File: src/rtl/u8d_pkg.sv
// Shared types, constants and decode functions for the UTF-8 stream decoder.
`default_nettype none

package u8d_pkg;

  // Default depth of the queue between front and back
  localparam int unsigned U8D_QUEUE_DEPTH = 4;

  // Replacement character U+FFFD
  localparam logic [20:0] REPL_CP = 21'h00FFFD;

  // Kinds of work the front hands to the back
  typedef enum logic [1:0] {
    JOB_CP,   // one result: the byte itself or a replacement
    JOB_SEQ,  // one result: decode a complete multi-byte sequence
    JOB_CUT   // sequence cut at buffer end: replacement, then rescan the tail
  } job_kind_t;

  typedef struct packed {
    job_kind_t       kind;
    logic            rep;   // JOB_CP: emit a replacement instead of seq[0]
    logic [2:0]      len;   // JOB_SEQ: sequence length, JOB_CUT: bytes held
    logic [3:0][7:0] seq;   // seq[0] is the lead byte
  } job_t;

  typedef struct packed {
    logic [20:0] cp;
    logic        rep;
  } res_t;

  // Sequence length announced by a lead byte, 0 for an invalid lead
  function automatic logic [2:0] lead_length(input logic [7:0] b);
    logic [2:0] n;
    if (b[7] == 1'b0)            n = 3'd1;
    else if (b[7:5] == 3'b110)   n = 3'd2;
    else if (b[7:4] == 4'b1110)  n = 3'd3;
    else if (b[7:3] == 5'b11110) n = 3'd4;
    else                         n = 3'd0;
    return n;
  endfunction

  function automatic logic is_cont(input logic [7:0] b);
    return b[7:6] == 2'b10;
  endfunction

  // Decode n bytes; returns {ok, code point}
  function automatic logic [21:0] decode_seq(input logic [3:0][7:0] b,
                                             input logic [2:0] n);
    logic [20:0] v;
    logic        ok;
    v  = '0;
    ok = 1'b1;
    case (n)
      3'd1: begin
        v = {13'b0, b[0]};
      end
      3'd2: begin
        ok = is_cont(b[1]);
        v  = {10'b0, b[0][4:0], b[1][5:0]};
        if (v < 21'h80) ok = 1'b0;
      end
      3'd3: begin
        ok = is_cont(b[1]) && is_cont(b[2]);
        v  = {5'b0, b[0][3:0], b[1][5:0], b[2][5:0]};
        if (v < 21'h800) ok = 1'b0;
        if (v >= 21'h00D800 && v <= 21'h00DFFF) ok = 1'b0;
      end
      3'd4: begin
        ok = is_cont(b[1]) && is_cont(b[2]) && is_cont(b[3]);
        v  = {b[0][2:0], b[1][5:0], b[2][5:0], b[3][5:0]};
        if (v < 21'h10000) ok = 1'b0;
        if (v > 21'h10FFFF) ok = 1'b0;
      end
      default: begin
        ok = 1'b0;
      end
    endcase
    return {ok, v};
  endfunction

  // One tail byte on its own: ASCII passes, anything else is replaced
  function automatic res_t single_res(input logic [7:0] b);
    res_t r;
    if (b[7] == 1'b0) r = '{cp: {13'b0, b}, rep: 1'b0};
    else              r = '{cp: REPL_CP, rep: 1'b1};
    return r;
  endfunction

endpackage

`default_nettype wire

File: src/rtl/u8d_fifo.sv
// Small job queue between the decoder front and back.
`default_nettype none

module u8d_fifo #(
  parameter int unsigned WIDTH = 8,
  parameter int unsigned DEPTH = 4
) (
  input  wire logic             clk,
  input  wire logic             rst,
  input  wire logic             push,
  input  wire logic [WIDTH-1:0] push_data,
  output logic                  full,
  input  wire logic             pop,
  output logic [WIDTH-1:0]      head,
  output logic                  not_empty
);

  localparam int unsigned AW = (DEPTH > 1) ? $clog2(DEPTH) : 1;
  localparam int unsigned CW = $clog2(DEPTH + 1);
  localparam logic [AW-1:0] LAST_PTR = AW'(DEPTH - 1);
  localparam logic [CW-1:0] FULL_CNT = CW'(DEPTH);

  logic [WIDTH-1:0] mem [DEPTH];
  logic [AW-1:0]    wr_ptr;
  logic [AW-1:0]    rd_ptr;
  logic [CW-1:0]    count;

  assign full      = (count == FULL_CNT);
  assign not_empty = (count != '0);
  assign head      = mem[rd_ptr];

  // Store pushed entries
  always_ff @(posedge clk) begin
    if (push) mem[wr_ptr] <= push_data;
  end

  // Advance pointers and occupancy
  always_ff @(posedge clk) begin
    if (rst) begin
      wr_ptr <= '0;
      rd_ptr <= '0;
      count  <= '0;
    end else begin
      if (push) wr_ptr <= (wr_ptr == LAST_PTR) ? '0 : wr_ptr + 1'b1;
      if (pop)  rd_ptr <= (rd_ptr == LAST_PTR) ? '0 : rd_ptr + 1'b1;
      if (push && !pop)      count <= count + 1'b1;
      else if (pop && !push) count <= count - 1'b1;
    end
  end

  a_no_overflow: assert property (@(posedge clk) disable iff (rst) !(push && full))
    else $error("queue push while full");
  a_no_underflow: assert property (@(posedge clk) disable iff (rst) !(pop && !not_empty))
    else $error("queue pop while empty");
  a_count_range: assert property (@(posedge clk) disable iff (rst) count <= FULL_CNT)
    else $error("queue count out of range");
  a_count_up: assert property (@(posedge clk) disable iff (rst)
    (push && !pop) |=> count == $past(count) + 1'b1)
    else $error("queue count did not grow on push");

endmodule

`default_nettype wire

File: src/rtl/u8d_front.sv
// Decoder front: accepts bytes, gathers sequences and queues jobs.
`default_nettype none

module u8d_front (
  input  wire logic          clk,
  input  wire logic          rst,
  input  wire logic          s_tvalid,
  output logic               s_tready,
  input  wire logic [7:0]    s_tdata,   // [7:0] byte_in
  input  wire logic          s_tlast,   // last_byte
  input  wire logic          q_full,
  output logic               push,
  output u8d_pkg::job_t      push_job
);

  import u8d_pkg::*;

  logic [7:0] held [3];
  logic [2:0] exp_len;
  logic [1:0] held_count;

  logic [2:0]      exp_len_next;
  logic [1:0]      held_count_next;
  logic            hold_wr;
  logic            accept;
  logic [2:0]      lead_len;
  logic [2:0]      total;
  logic [3:0][7:0] seq;

  assign s_tready = !q_full;
  assign accept   = s_tvalid && s_tready;
  assign lead_len = lead_length(s_tdata);
  assign total    = {1'b0, held_count} + 3'd1;

  // Assemble held bytes plus the incoming byte
  always_comb begin
    seq = '0;
    for (int i = 0; i < 3; i++) begin
      if (2'(i) < held_count) seq[i] = held[i];
    end
    seq[held_count] = s_tdata;
  end

  // Classify the byte against the open sequence
  always_comb begin
    push            = 1'b0;
    push_job        = '{kind: JOB_CP, rep: 1'b1, len: 3'd1, seq: {24'b0, s_tdata}};
    exp_len_next    = exp_len;
    held_count_next = held_count;
    hold_wr         = 1'b0;
    if (accept) begin
      if (exp_len == 3'd0) begin
        if (lead_len == 3'd1) begin
          push         = 1'b1;
          push_job.rep = 1'b0;
        end else if (lead_len == 3'd0 || s_tlast) begin
          push = 1'b1;
        end else begin
          hold_wr         = 1'b1;
          held_count_next = 2'd1;
          exp_len_next    = lead_len;
        end
      end else if (total >= exp_len) begin
        push            = 1'b1;
        push_job        = '{kind: JOB_SEQ, rep: 1'b0, len: exp_len, seq: seq};
        exp_len_next    = 3'd0;
        held_count_next = 2'd0;
      end else if (s_tlast) begin
        push            = 1'b1;
        push_job        = '{kind: JOB_CUT, rep: 1'b1, len: total, seq: seq};
        exp_len_next    = 3'd0;
        held_count_next = 2'd0;
      end else begin
        hold_wr         = 1'b1;
        held_count_next = held_count + 2'd1;
      end
    end
  end

  // Hold sequence bytes
  always_ff @(posedge clk) begin
    if (hold_wr) held[held_count] <= s_tdata;
  end

  always_ff @(posedge clk) begin
    if (rst) begin
      exp_len    <= 3'd0;
      held_count <= 2'd0;
    end else begin
      exp_len    <= exp_len_next;
      held_count <= held_count_next;
    end
  end

endmodule

`default_nettype wire

File: src/rtl/u8d_back.sv
// Decoder back: decodes queued jobs and streams out one code point a beat.
`default_nettype none

module u8d_back (
  input  wire logic          clk,
  input  wire logic          rst,
  input  wire logic          q_valid,
  input  wire u8d_pkg::job_t q_head,
  output logic               pop,
  output logic               m_tvalid,
  input  wire logic          m_tready,
  output logic [23:0]        m_tdata,   // [20:0] code_point, [23:21] zero
  output logic               m_tuser,   // replaced
  output logic               m_tlast    // end_of_run
);

  import u8d_pkg::*;

  res_t [2:0]  res;
  logic [1:0]  res_cnt;
  logic [1:0]  idx;
  logic [21:0] dec;
  logic [21:0] dec_tail;
  logic [2:0]  tail_len;
  logic        load;
  logic        last_slot;
  logic [20:0] cp_q;

  // Work out every result of the job at the queue head
  always_comb begin
    res      = '0;
    res_cnt  = 2'd1;
    dec      = decode_seq(q_head.seq, q_head.len);
    dec_tail = decode_seq({16'b0, q_head.seq[2], q_head.seq[1]}, 3'd2);
    tail_len = lead_length(q_head.seq[1]);
    case (q_head.kind)
      JOB_CP: begin
        if (q_head.rep) res[0] = '{cp: REPL_CP, rep: 1'b1};
        else            res[0] = '{cp: {13'b0, q_head.seq[0]}, rep: 1'b0};
      end
      JOB_SEQ: begin
        if (dec[21]) res[0] = '{cp: dec[20:0], rep: 1'b0};
        else         res[0] = '{cp: REPL_CP, rep: 1'b1};
      end
      JOB_CUT: begin
        res[0] = '{cp: REPL_CP, rep: 1'b1};
        if (q_head.len == 3'd2) begin
          res[1]  = single_res(q_head.seq[1]);
          res_cnt = 2'd2;
        end else if (tail_len == 3'd2) begin
          if (dec_tail[21]) res[1] = '{cp: dec_tail[20:0], rep: 1'b0};
          else              res[1] = '{cp: REPL_CP, rep: 1'b1};
          res_cnt = 2'd2;
        end else begin
          res[1]  = single_res(q_head.seq[1]);
          res[2]  = single_res(q_head.seq[2]);
          res_cnt = 2'd3;
        end
      end
      default: begin
        res[0] = '{cp: REPL_CP, rep: 1'b1};
      end
    endcase
  end

  assign load      = !m_tvalid || m_tready;
  assign last_slot = (idx == res_cnt - 2'd1);
  assign pop       = load && q_valid && last_slot;
  assign m_tdata   = {3'b0, cp_q};

  // Output register: load the next result whenever the slot frees up
  always_ff @(posedge clk) begin
    if (rst) begin
      m_tvalid <= 1'b0;
      idx      <= 2'd0;
    end else if (load) begin
      m_tvalid <= q_valid;
      if (q_valid) idx <= last_slot ? 2'd0 : idx + 2'd1;
    end
  end

  always_ff @(posedge clk) begin
    if (load && q_valid) begin
      cp_q    <= res[idx].cp;
      m_tuser <= res[idx].rep;
      m_tlast <= last_slot;
    end
  end

  a_idx_in_job: assert property (@(posedge clk) disable iff (rst) q_valid |-> idx < res_cnt)
    else $error("result index beyond job result count");
  a_pop_ends_run: assert property (@(posedge clk) disable iff (rst)
    pop |=> m_tvalid && m_tlast)
    else $error("job retired without end-of-run beat");
  a_repl_value: assert property (@(posedge clk) disable iff (rst)
    (m_tvalid && m_tuser) |-> cp_q == REPL_CP)
    else $error("replacement beat carries wrong code point");
  a_scalar: assert property (@(posedge clk) disable iff (rst)
    m_tvalid |-> cp_q <= 21'h10FFFF && !(cp_q >= 21'h00D800 && cp_q <= 21'h00DFFF))
    else $error("output is not a Unicode scalar value");

endmodule

`default_nettype wire

File: src/rtl/utf8_stream_decoder.sv
// Top level of the UTF-8 stream decoder with replacement.
//
//  Channel   Dir  Signals                       Contents
//  s_*       in   tvalid tready tdata tlast     tdata[7:0] byte_in, tlast last_byte
//  m_*       out  tvalid tready tdata tuser     tdata[20:0] code_point, tuser replaced,
//                 tlast                         tlast end_of_run
//
//  One input beat per cycle while the job queue has room; one output beat per cycle
//  while m_tready is high. A byte that ends a sequence, or a lone byte, costs one
//  output beat; a sequence cut at the buffer end costs two or three, set by the job's
//  result count. An input beat passes the queue, then the output register.
//  Reset clears the open sequence, the queue and the output register; held bytes are
//  not cleared. A stall on m_* backs up into the queue and then drops s_tready.
`default_nettype none

module utf8_stream_decoder #(
  parameter int unsigned QUEUE_DEPTH = u8d_pkg::U8D_QUEUE_DEPTH
) (
  input  wire logic        clk,
  input  wire logic        rst,
  input  wire logic        s_tvalid,
  output logic             s_tready,
  input  wire logic [7:0]  s_tdata,   // [7:0] byte_in
  input  wire logic        s_tlast,   // last_byte
  output logic             m_tvalid,
  input  wire logic        m_tready,
  output logic [23:0]      m_tdata,   // [20:0] code_point, [23:21] zero
  output logic             m_tuser,   // replaced
  output logic             m_tlast    // end_of_run
);

  import u8d_pkg::*;

  localparam int unsigned JOB_W = $bits(job_t);

  logic       q_full;
  logic       q_push;
  job_t       q_push_job;
  logic       q_pop;
  logic       q_valid;
  logic [JOB_W-1:0] q_head_bits;
  job_t       q_head;

  assign q_head = job_t'(q_head_bits);

  u8d_front u_front (
    .clk      (clk),
    .rst      (rst),
    .s_tvalid (s_tvalid),
    .s_tready (s_tready),
    .s_tdata  (s_tdata),
    .s_tlast  (s_tlast),
    .q_full   (q_full),
    .push     (q_push),
    .push_job (q_push_job)
  );

  u8d_fifo #(
    .WIDTH (JOB_W),
    .DEPTH (QUEUE_DEPTH)
  ) u_queue (
    .clk       (clk),
    .rst       (rst),
    .push      (q_push),
    .push_data (q_push_job),
    .full      (q_full),
    .pop       (q_pop),
    .head      (q_head_bits),
    .not_empty (q_valid)
  );

  u8d_back u_back (
    .clk      (clk),
    .rst      (rst),
    .q_valid  (q_valid),
    .q_head   (q_head),
    .pop      (q_pop),
    .m_tvalid (m_tvalid),
    .m_tready (m_tready),
    .m_tdata  (m_tdata),
    .m_tuser  (m_tuser),
    .m_tlast  (m_tlast)
  );

endmodule

`default_nettype wire
File: config.mk
export PLATFORM = sky130hd
export DESIGN_NAME = utf8_stream_decoder
export DESIGN_NICKNAME = d
export VERILOG_FILES = /design/src/rtl/u8d_pkg.sv /design/src/rtl/u8d_fifo.sv /design/src/rtl/u8d_front.sv /design/src/rtl/u8d_back.sv /design/src/rtl/utf8_stream_decoder.sv
export SDC_FILE = /design/constraint.sdc
export NUM_CORES = 1
export LEC_CHECK = 0
export ABC_AREA = 1
export BUFFER_PORTS_ARGS = -buffer_cell sky130_fd_sc_hd__buf_2
export CELL_PAD_IN_SITES_DETAIL_PLACEMENT = 0
export CELL_PAD_IN_SITES_GLOBAL_PLACEMENT = 2
export CORE_AREA = 5 5 112 219
export DETAILED_ROUTE_END_ITERATION = 10
export DIE_AREA = 0 0 117 224
export GPL_TIMING_DRIVEN = 0
export PLACE_DENSITY = 0.93
export SETUP_SLACK_MARGIN = 0.4
export SYNTH_ARGS = -nofsm -noshare
export SYNTH_HDL_FRONTEND = slang
export SYNTH_HIERARCHICAL = 1
export SYNTH_SLANG_ARGS = --single-unit
File: constraint.sdc
create_clock -name clk -period 8.9 [get_ports clk]
set_clock_uncertainty 0.05 [all_clocks]
set_input_delay 0.89 -clock clk [delete_from_list [all_inputs] [get_ports clk]]
set_output_delay 0.89 -clock clk [all_outputs]
set_load 0.1 [all_outputs]
### Yosys cells after proc, flatten, opt, wreduce, memory -nomap -nowiden

Memories as Yosys holds them, arrays and structs flattened. A register that Yosys moved wholly into a read port is not among the register bits.
Index checks and enable logic that the tools add are counted.

| operators by class | value |
|---|---|
| shift-type cells | 0 |
| order comparisons | 14 |
| bitwise gates (word level) | 0 |
| divide/modulo/power cells | 0 |
| eq/ne operators | 23 |
| multiply operators | 0 |
| mux-type cells | 78 |
| add/sub/neg operators | 8 |
| reduce and logical (&&, ||, !) cells | 24 |

Operators by type and width:

| operator | count |
|---|---|
| two-way mux 22 bit | 6 |
| two-way mux 38 bit | 3 |
| one-hot mux 21 bit (4 select lines) | 1 |
| two-way mux 17 bit | 4 |
| two-way mux 3 bit | 15 |
| binary-select mux 22 bit (select 2 bit) | 1 |
| two-way mux 44 bit | 1 |
| one-hot mux 22 bit (2 select lines) | 1 |
| two-way mux 35 bit | 1 |
| bitwise mux 32 bit | 1 |
| two-way mux 8 bit | 4 |
| two-way mux 2 bit | 13 |
| two-way mux 1 bit | 25 |
| less-than comparator 11 x 8 -> 1 bit, second input constant | 2 |
| > comparator 21 bit, second input constant | 1 |
| less-than comparator 21 x 17 -> 1 bit, second input constant | 1 |
| demux 8 bit (select 2 bit) | 1 |
| greater-or-equal comparator 16 bit, second input constant | 1 |
| <= comparator 16 bit, second input constant | 1 |
| less-than comparator 16 x 12 -> 1 bit, second input constant | 1 |
| equality test 2 bit, second input constant | 6 |
| equality test 3 bit, second input constant | 4 |
| equality test 5 bit, second input constant | 2 |
| equality test 3 x 2 -> 1 bit, second input constant | 3 |
| other kinds (26) | 48 |

| storage, ports and cells | value |
|---|---|
| memories | 2 |
| RAM bits | 176 |
| bits in latches | 0 |
| ROM bits | 0 |
| flip-flop bits (word level) | 38 |
| output and inout port bits | 28 |

Memory list:

| memory | depth | width | rd ports | clocked after Yosys merged registers in | wr ports | line | source |
|---|---|---|---|---|---|---|---|
| u_queue.mem | 4 | 38 | 1 | 1 | 1 | u8d_fifo.sv:23 | `logic [WIDTH-1:0] mem [DEPTH];` |
| u_front.held | 3 | 8 | 3 | 0 | 1 | u8d_front.sv:18 | `logic [7:0] held [3];` |

### Depth between registers and ports, before layout

Gate-level depths: netlist of run 1.

| depth | value |
|---|---|
| depth after elaboration | 15 |
| gate-level depth with buffers | 22 |

### Cells and area by module

Netlist of run 1, hierarchy kept.

By module, submodules not included:

| module | instances | sequential area each (µm²) | area an instance (µm²) | cells each |
|---|---|---|---|---|
| u8d_fifo | 1 | 4744.6 | 6110.9 | 428 |
| u8d_back | 1 | 750.7 | 2047.0 | 297 |
| u8d_front | 1 | 820.8 | 1799.2 | 193 |

### Worst setup path after synthesis of run 1

Ideal clock, no wire load.

| path | value |
|---|---|
| kind | register to register |
| start | reg u_front.held_count[1] |
| end | mem u_queue/mem[0][0] (netlist bit) (enable) |
| cell stages (with the launch flop) | 13 |
| arrival | 2.797 ns |
| path slack | 5.660 ns |
| data required time | 8.457 ns |
| clock period less this slack | 3.240 ns |
| cells stage by stage | dfxtp_1 clkbuf_1 inv_1 ha_1 ha_1 nand3b_1 nand3_2 nor2_4 nand2_2 nand2_1 nor2_1 nand2_1 inv_1 |

| between the ends | value |
|---|---|
| longest elaborated chain between the ends | 7 |

RTL lines:

| item | line | source |
|---|---|---|
| start: declaration | u8d_front.sv:20 | `logic [1:0] held_count;` |
| start signal: assignment | u8d_front.sv:91 | `held_count <= held_count_next;` |
| adder 2 x 1 -> 3 bit | u8d_front.sv:33 | `assign total = {1'b0, held_count} + 3'd1;` |
| greater-or-equal comparator 3 bit | u8d_front.sv:63 | `end else if (total >= exp_len) begin` |
| two-way mux 1 bit | u8d_front.sv:63 |  |
| two-way mux 1 bit | u8d_front.sv:52 | `if (exp_len == 3'd0) begin` |
| two-way mux 1 bit | u8d_front.sv:51 | `if (accept) begin` |
| net q_push | utf8_stream_decoder.sv:37 | `logic q_push;` |
| two-way mux 1 bit | u8d_fifo.sv:34 | `if (push) mem[wr_ptr] <= push_data;` |
| two-way mux 1 bit (implied by the code) | u8d_fifo.sv:34 |  |
| end: declaration | u8d_fifo.sv:23 |  |

The timed path passes the listed nets, and every way through them passes these cells.

==> results.sh, run 1 <==
export IMPL_status="finished, final reports clean"
export IMPL_max_clock_path_buffers=3
export IMPL_final_cell_count_no_fill=1276
export IMPL_synth_xor_area_share_pct=0.176
export IMPL_vdd_ir_drop_max_v=0.000308
export IMPL_synth_adder_area_share_pct=1.83
export IMPL_cts_resized=0
export IMPL_drc=0
export IMPL_syn_inst=918
export IMPL_p_leak_nw=4.13
export IMPL_grt_pass1_wl_um=39300
export IMPL_max_slew_margin_pct=37.3
export IMPL_clock_sinks=216
export IMPL_max_freq_mhz=255
export IMPL_clkLatencyLatePin_ns=0.49
export IMPL_slew_viol_final=0
export IMPL_core_mm2=0.0226
export IMPL_numCtsBuffers=20
export IMPL_track_usage_pct=20.0
export IMPL_rrSetupSlack_ns=4.98
export IMPL_synth_async_reset_ratio_pct=0
export IMPL_ys_flop_type="edfxtp_1"
export IMPL_yosysSeqAreaShare_pct=63.4
export IMPL_synth_top_family_by_area="simple AND/OR/NAND/NOR gates"
export IMPL_synth_top_area_share_pct=60.0
export IMPL_die_w_um=117
export IMPL_gp_congestion=0.940
export IMPL_initial_utilization_pct=44.0
export IMPL_hpwl_um=19500
export IMPL_critPathSlowestCell="o22ai_1"
export IMPL_fin_area_mm2=0.0112
export IMPL_critPathMaxStageDelay_ns=0.59
export IMPL_min_period_over_period_pct=44.0
export IMPL_routed_wirelength_um=25700
export IMPL_row_count=78
export IMPL_placed_cells=1241
export IMPL_cp_arrival_ns=4.25
export IMPL_synth_simple_area_share_pct=16.2
export IMPL_nets=1010
export IMPL_dieArea_mm2=0.0262
export IMPL_fin_crit_ns=3.92
export IMPL_post_drt_via_cell_ratio=5.39
export IMPL_rsz0062_at_grt="no"
export IMPL_setup_slack_ns=4.98
export IMPL_cp_start_kind="flip-flop"
export IMPL_crit_path_end_kind="flip-flop"
export IMPL_synth_compound_area_share_pct=12.2
export IMPL_path_common_cell="inv_1"
export IMPL_htreeDepth=1
export IMPL_placed_area_mm2=0.0106
export IMPL_netlist_area_mm2=0.00996
export IMPL_wire_per_inst_um=20.2
export IMPL_ys_ff_latch=216
export IMPL_yosys_warnings=6
export IMPL_synthMuxAreaShare_pct=0
export IMPL_cp_max_fo=10
export IMPL_powerDensity_mw_per_mm2=406
export IMPL_cp_top_family="simple AND/OR/NAND/NOR gates"
export IMPL_globalRoute_totalOverflow=0
export IMPL_cts_tree="done"
export IMPL_cts_setup_buffers=0
export IMPL_worstHoldPathType="flip-flop to flip-flop"
export IMPL_drive_gt1_share_pct=15.1
export IMPL_fillers=2050
export IMPL_synth_top_area_cell="edfxtp_1"
export IMPL_place_ws_ns=4.94
export IMPL_critical_path_class="flip-flop to flip-flop"
export IMPL_worstMarginPinSlew_ns=0.935
export IMPL_die_y_um=224
export IMPL_synth_enable_flop_cells=199
export IMPL_finalHoldViolCount=0
export IMPL_worst_path_buf_inv=5
export IMPL_drt_pass1_iter_count=5
export IMPL_synth_area_leaders="edfxtp_1 (60%), nor2_1 (5.6%), nand2_1 (4.6%)"
export IMPL_grt_pass1_vias=7038
export IMPL_areaGrowthSynthToFinish_pct=12.8
export IMPL_diodes=0
export IMPL_clockRootBuffer="clkbuf_16"
export IMPL_antenna_found_initial=0
export IMPL_finalSetupViolations=0
export IMPL_num_vias=6874
export IMPL_portBuffers=37
export IMPL_clk_pin_slew_ns=0.06
export IMPL_grt_start_max_net_pins=36
export IMPL_ctsHoldBuffers=0
export IMPL_postRouteAntennaNets=0
export IMPL_drt_initial_drc_count=549
export IMPL_drv_cap=0
export IMPL_synth_avg_cell_area_um2=10.8
export IMPL_cp_data_required_time_ns=9.24
export IMPL_io_pin_count=41
export IMPL_ys_types=48
export IMPL_tns_ns=0
export IMPL_crit_chain="inv_2 > clkbuf_1 > o21ai_0 > o22ai_1 > inv_1 > nand3_1 > nand3_1 > nand2_1 > nand3b_1 > and2_1 > nor2_1 > inv_1 > ha_1 > inv_1 > fa_1 > o21ai_0 > nor2_1"
## cells in the final DEF, fill, tap and decap left out, types with 3 or more instances in the layout
master        n
edfxtp_1    199
nor2_1      149
nand2_1     121
o21ai_0      86
inv_1        68
buf_2        44
nand3_1      41
o22ai_1      40
a21oi_1      32
clkbuf_16    21
dfxtp_1      17
clkbuf_1     16
ha_1         13
inv_2         9
o21ai_1       9
buf_4         8
nor3_1        8
nand3b_1      7
a211oi_2      7
a21oi_2       7
a211oi_1      7
a22oi_1       6
o211ai_1      6
clkbuf_2      5
nand2_2       5
nand4_1       5
buf_6         5
buf_12        5
clkinv_1      4
clkinvlp_4    4
nor3_2        4
nor2_2        4
clkbuf_8      4
nor3_4        3
conb_1        3
## Yosys cell counts (2+ instances only)
library cell / instances
nand3_2: 2
o21ai_1: 9
buf_4: 8
buf_6: 5
inv_1: 72
clkbuf_8: 4
nand4_1: 5
nor3_1: 8
nand2_1: 121
xor2_1: 2
nor3_4: 3
o21ai_0: 86
nor3_2: 4
nand3_1: 41
nor2_2: 4
inv_2: 5
ha_1: 13
buf_2: 7
a22oi_1: 6
a211oi_1: 7
a21oi_2: 7
edfxtp_1: 199
o221ai_1: 2
o22ai_1: 40
dfxtp_1: 17
a21oi_1: 32
clkbuf_1: 12
nand2_2: 5
inv_4: 2
o211ai_1: 6
nor2_1: 149
a211oi_2: 7
clkbuf_2: 5
nor2_4: 2
clkinv_1: 2
nand3b_1: 7
## power breakdown
group	leakage [nW]	switching, mW	total [mW]	internal, mW
Sequential	1.98	0.0729	1.50	1.42
Clock	0.304	0.355	0.847	0.492
Combinational	1.85	1.69	2.22	0.529
Total	4.13	2.12	4.56	2.44
## layout make-up
type	count	area [um^2]	area share, %
sequential	216	6320	56.2
multi-input combinational	580	3030	27.0
clock buffer	25	541	4.81
tap	280	350	3.12
inverter	82	318	2.83
buffer	42	297	2.64
timing repair buffer	41	265	2.36
clock inverter	10	111	0.991
## state kept, by name (all words and copies together), names as in the netlist, 2 cells and up, named ones only
register / count
u_queue/mem: 152
u_front/held: 24
u_back/cp_q: 21
u_front/exp_len: 3
u_queue/count: 3
u_back/idx: 2
u_front/held_count: 2
u_queue/rd_ptr: 2
u_queue/wr_ptr: 2
## worst min-delay path, delay by kind of cell, from the launching register on
kind             cells  cell delay [ns]
flip-flops           1             0.31
AND/OR/NAND/NOR      1             0.07
AO/OA/AOI/OAI        1             0.06
## worst paths after layout
path,from,end,depth (start not counted)
min reg2reg,u_back/m_tvalid$_SDFFE_PP0N_,u_back/m_tvalid$_SDFFE_PP0N_,2
min,u_back/m_tvalid$_SDFFE_PP0N_,u_back/m_tvalid$_SDFFE_PP0N_,2
max reg2reg,flip-flop,u_queue/count[1]$_SDFFE_PP0P_,17
max,flip-flop,u_queue/count[1]$_SDFFE_PP0P_,17
## layer usage
metal	vias to the layer above	global-route usage (%)	part of all wire [%]
li1	3348	-	-
met1	3264	19.0	33
met2	191	39.6	57
met3	71	2.16	3.6
met4	0	10.9	5.7
met5	-	0	0
## logic make-up (layout without fill, tap and decap cells)
| kind of cell | Yosys count | after routing |
|---|---|---|
| adders and majority gates | 14 | 14 |
| xor gates and xnor gates | 2 | 2 |
| AOI/OAI and AO/OA | 204 | 204 |
| and+or+nand+nor | 357 | 357 |
| DFF | 216 | 216 |
| buffers and inverters | 124 | 200 |
| other | 1 | 3 |
## metrics by stage
| step | utilization [%] | hold WS [ns] | total power [mW] |
|---|---|---|---|
| after global routing | 49.6 | 0.467 | 4.81 |
| after detailed placement | 46.7 | 0.435 | 3.74 |
| final | 49.6 | 0.440 | 4.56 |
| after floorplan | - | 0.440 | 3.11 |
| after global placement | 46.4 | 0.424 | 3.70 |
| after CTS | 49.6 | 0.444 | 4.59 |
No activity file was read; power rests on OpenSTA's default activity.
==> inputs of run 2 (changes only) <==
- CORE_AREA: 5 5 112 219 -> 5 5 117 229
- DIE_AREA: 0 0 117 224 -> 0 0 122 234
- PLACE_DENSITY: 0.93 -> 0.86
- clock period: 8.9 -> 3.95 ns (I/O delays scaled with it)
==> run 2 against run 1 <==
Effect of this change: critical path depth up 1; fmax grew 19%; non-clock buffer count up 12; first-iteration DRC count fell by 6.7%; cell count is 5.5% higher; die area grew 8.9%; routed wire length is 3.6% higher; clock power up 140%; global-route usage fell by 0.89 points; critical endpoint unchanged.
==> results.sh, run 2 (synthesis gave the netlist of run 1 again) <==
export IMPL_worstHoldPathType="input pin to flip-flop"
export IMPL_clkLatencyLatePin_ns=0.51
export IMPL_max_freq_mhz=303
export IMPL_antenna_found_initial=0
export IMPL_drive_gt1_share_pct=18.0
export IMPL_die_y_um=234
export IMPL_areaGrowthSynthToFinish_pct=15.5
export IMPL_drc=0
export IMPL_routed_wirelength_um=26700
export IMPL_min_period_over_period_pct=83.5
export IMPL_powerDensity_mw_per_mm2=922
export IMPL_wl_met3_um=966
export IMPL_io_pin_count=41
export IMPL_grt_pass1_vias=7007
export IMPL_rrSetupSlack_ns=0.65
export IMPL_rsz0062_at_grt="yes"
export IMPL_track_usage_pct=19.1
export IMPL_cp_start_kind="flip-flop"
export IMPL_largest_register_ffs=152
export IMPL_cp_arrival_ns=3.64
export IMPL_reg_top3="u_queue/mem: 152 flops, u_front/held: 24 flops, u_back/cp_q: 21 flops"
export IMPL_initial_utilization_pct=39.9
export IMPL_grt_start_max_net_pins=35
export IMPL_finalSetupViolations=0
export IMPL_drt_initial_drc_count=512
export IMPL_r2r_end="u_queue/count[1]$_SDFFE_PP0P_"
export IMPL_fin_util_pct=46.1
export IMPL_p_leak_nw=4.26
export IMPL_final_cell_mix="edfxtp_1 (199), nor2_1 (146), nand2_1 (121), o21ai_0 (85), inv_1 (68)"
export IMPL_nets=1023
export IMPL_wire_per_inst_um=19.8
export IMPL_htreeDepth=1
export IMPL_drv_cap=0
export IMPL_fillers=2325
export IMPL_portBuffers=37
export IMPL_worstMarginPinSlew_ns=1.09
export IMPL_numCtsBuffers=21
export IMPL_postRouteAntennaNets=0
export IMPL_drt_pass1_iter_count=6
export IMPL_detail_route_wirelength_met1_um=9120
export IMPL_setup_slack_ns=0.651
export IMPL_highest_layer="met4"
export IMPL_crit_path_end_kind="flip-flop"
export IMPL_place_ws_ns=-0.175
export IMPL_hpwl_um=19800
export IMPL_max_slew_margin_pct=26.7
export IMPL_row_count=82
export IMPL_cts_tree="done"
export IMPL_worstSetupEndpoint="u_queue/count[1]$_SDFFE_PP0P_"
export IMPL_vdd_ir_drop_max_v=0.000367
export IMPL_clk_pin_slew_ns=0.07
export IMPL_num_vias=6930
export IMPL_gp_congestion=0.866
export IMPL_dieArea_mm2=0.0285
export IMPL_tns_ns=0
export IMPL_status="finished, final reports clean"
export IMPL_globalRoute_totalOverflow=0
export IMPL_max_clock_path_buffers=3
export IMPL_regMostFlops="u_queue/mem"
export IMPL_slew_viol_final=0
export IMPL_core_mm2=0.0249
export IMPL_cp_max_fo=10
export IMPL_diodes=0
export IMPL_fin_total_pwr_mw=10.6
export IMPL_clockRootBuffer="clkbuf_16"
export IMPL_route_met2_wl_um=14800
export IMPL_layout_commonest_cell="edfxtp_1"
export IMPL_grt_pass1_wl_um=40800
export IMPL_post_drt_via_cell_ratio=5.15
export IMPL_cp_data_required_time_ns=4.29
export IMPL_fin_crit_ns=3.30
export IMPL_die_w_um=122
export IMPL_rr_worst_depth=18
export IMPL_critical_path_class="flip-flop to flip-flop"
export IMPL_finalHoldViolCount=0
export IMPL_clock_sinks=216
export IMPL_holdCritStartpoint="s_tdata[3]"
export IMPL_ctsHoldBuffers=0
run 2: cell types whose count changed in the layout (fill, tap and decap cells not counted), sizes merged:
cell,change
clkinv,+6
clkinvlp,-3
buf,+13
bufinv,+1
clkbuf,-3
run 2: per-layer routing:
layer,vias up,track usage (%)
met1,3305,19.2
li1,3378,-
met3,73,2.32
met5,-,0
met2,174,36.4
met4,0,11.9
run 2: through the flow:
step / hold slack, ns / instances / cell area (um^2)
3_3_place_gp: 0.421 / 1293 / 10600
2_1_floorplan: 0.414 / 920 / 9960
3_5_place_dp: 0.429 / 1297 / 10700
5_1_grt: 0.0720 / 1346 / 11500
6_report: 0.0870 / 1346 / 11500
4_1_cts: 0.0727 / 1335 / 11400
run 2: layout make-up:
type	instances	area, um^2	area share (%)
flip-flops and latches	216	6320	54.9
multi-input cells	580	3090	26.9
clock buffers	23	533	4.63
well taps	336	420	3.65
repair buffers	53	355	3.09
inverters	82	318	2.76
plain buffers	42	315	2.74
clock inverters	14	153	1.33
run 2: repair_timing:
item / CTS / global route
pin swaps: 1 / 3
endpoints found under the setup margin: 6 / 3
gates resized for setup: 10 / 20
buffers inserted: 1 / 11
run 2: worst max-delay path, stage by stage, from the launching register on:
cell	delay (ns)
dfxtp_2	0.38
inv_2	0.10
buf_6	0.16
buf_6	0.17
nor2_1	0.05
o22ai_1	0.24
inv_1	0.11
nor2_2	0.21
nand3_1	0.15
nand2_1	0.08
nand3b_1	0.09
and2_1	0.19
nor2_2	0.16
inv_1	0.12
ha_1	0.21
inv_1	0.08
fa_1	0.41
o21ai_0	0.17
nor2_1	0.05
run 2: worst min-delay path by stage:
stage	to	slack, ns	depth (start not counted)
floorplan	u_back/m_tvalid$_SDFFE_PP0N_	0.41	1
global placement	u_back/m_tvalid$_SDFFE_PP0N_	0.42	2
global route	u_front/held[1][1]$_DFFE_PP_	0.07	1
detailed placement	u_back/m_tvalid$_SDFFE_PP0N_	0.43	2
CTS	u_front/held[2][1]$_DFFE_PP_	0.07	1
finish	u_front/held[2][3]$_DFFE_PP_	0.09	1
run 2: power breakdown:
part	switching (mW)	leakage (nW)	internal (mW)
clock network	0.841	0.339	1.18
logic	3.88	1.94	1.34
registers	0.162	1.98	3.21
total	4.89	4.26	5.72
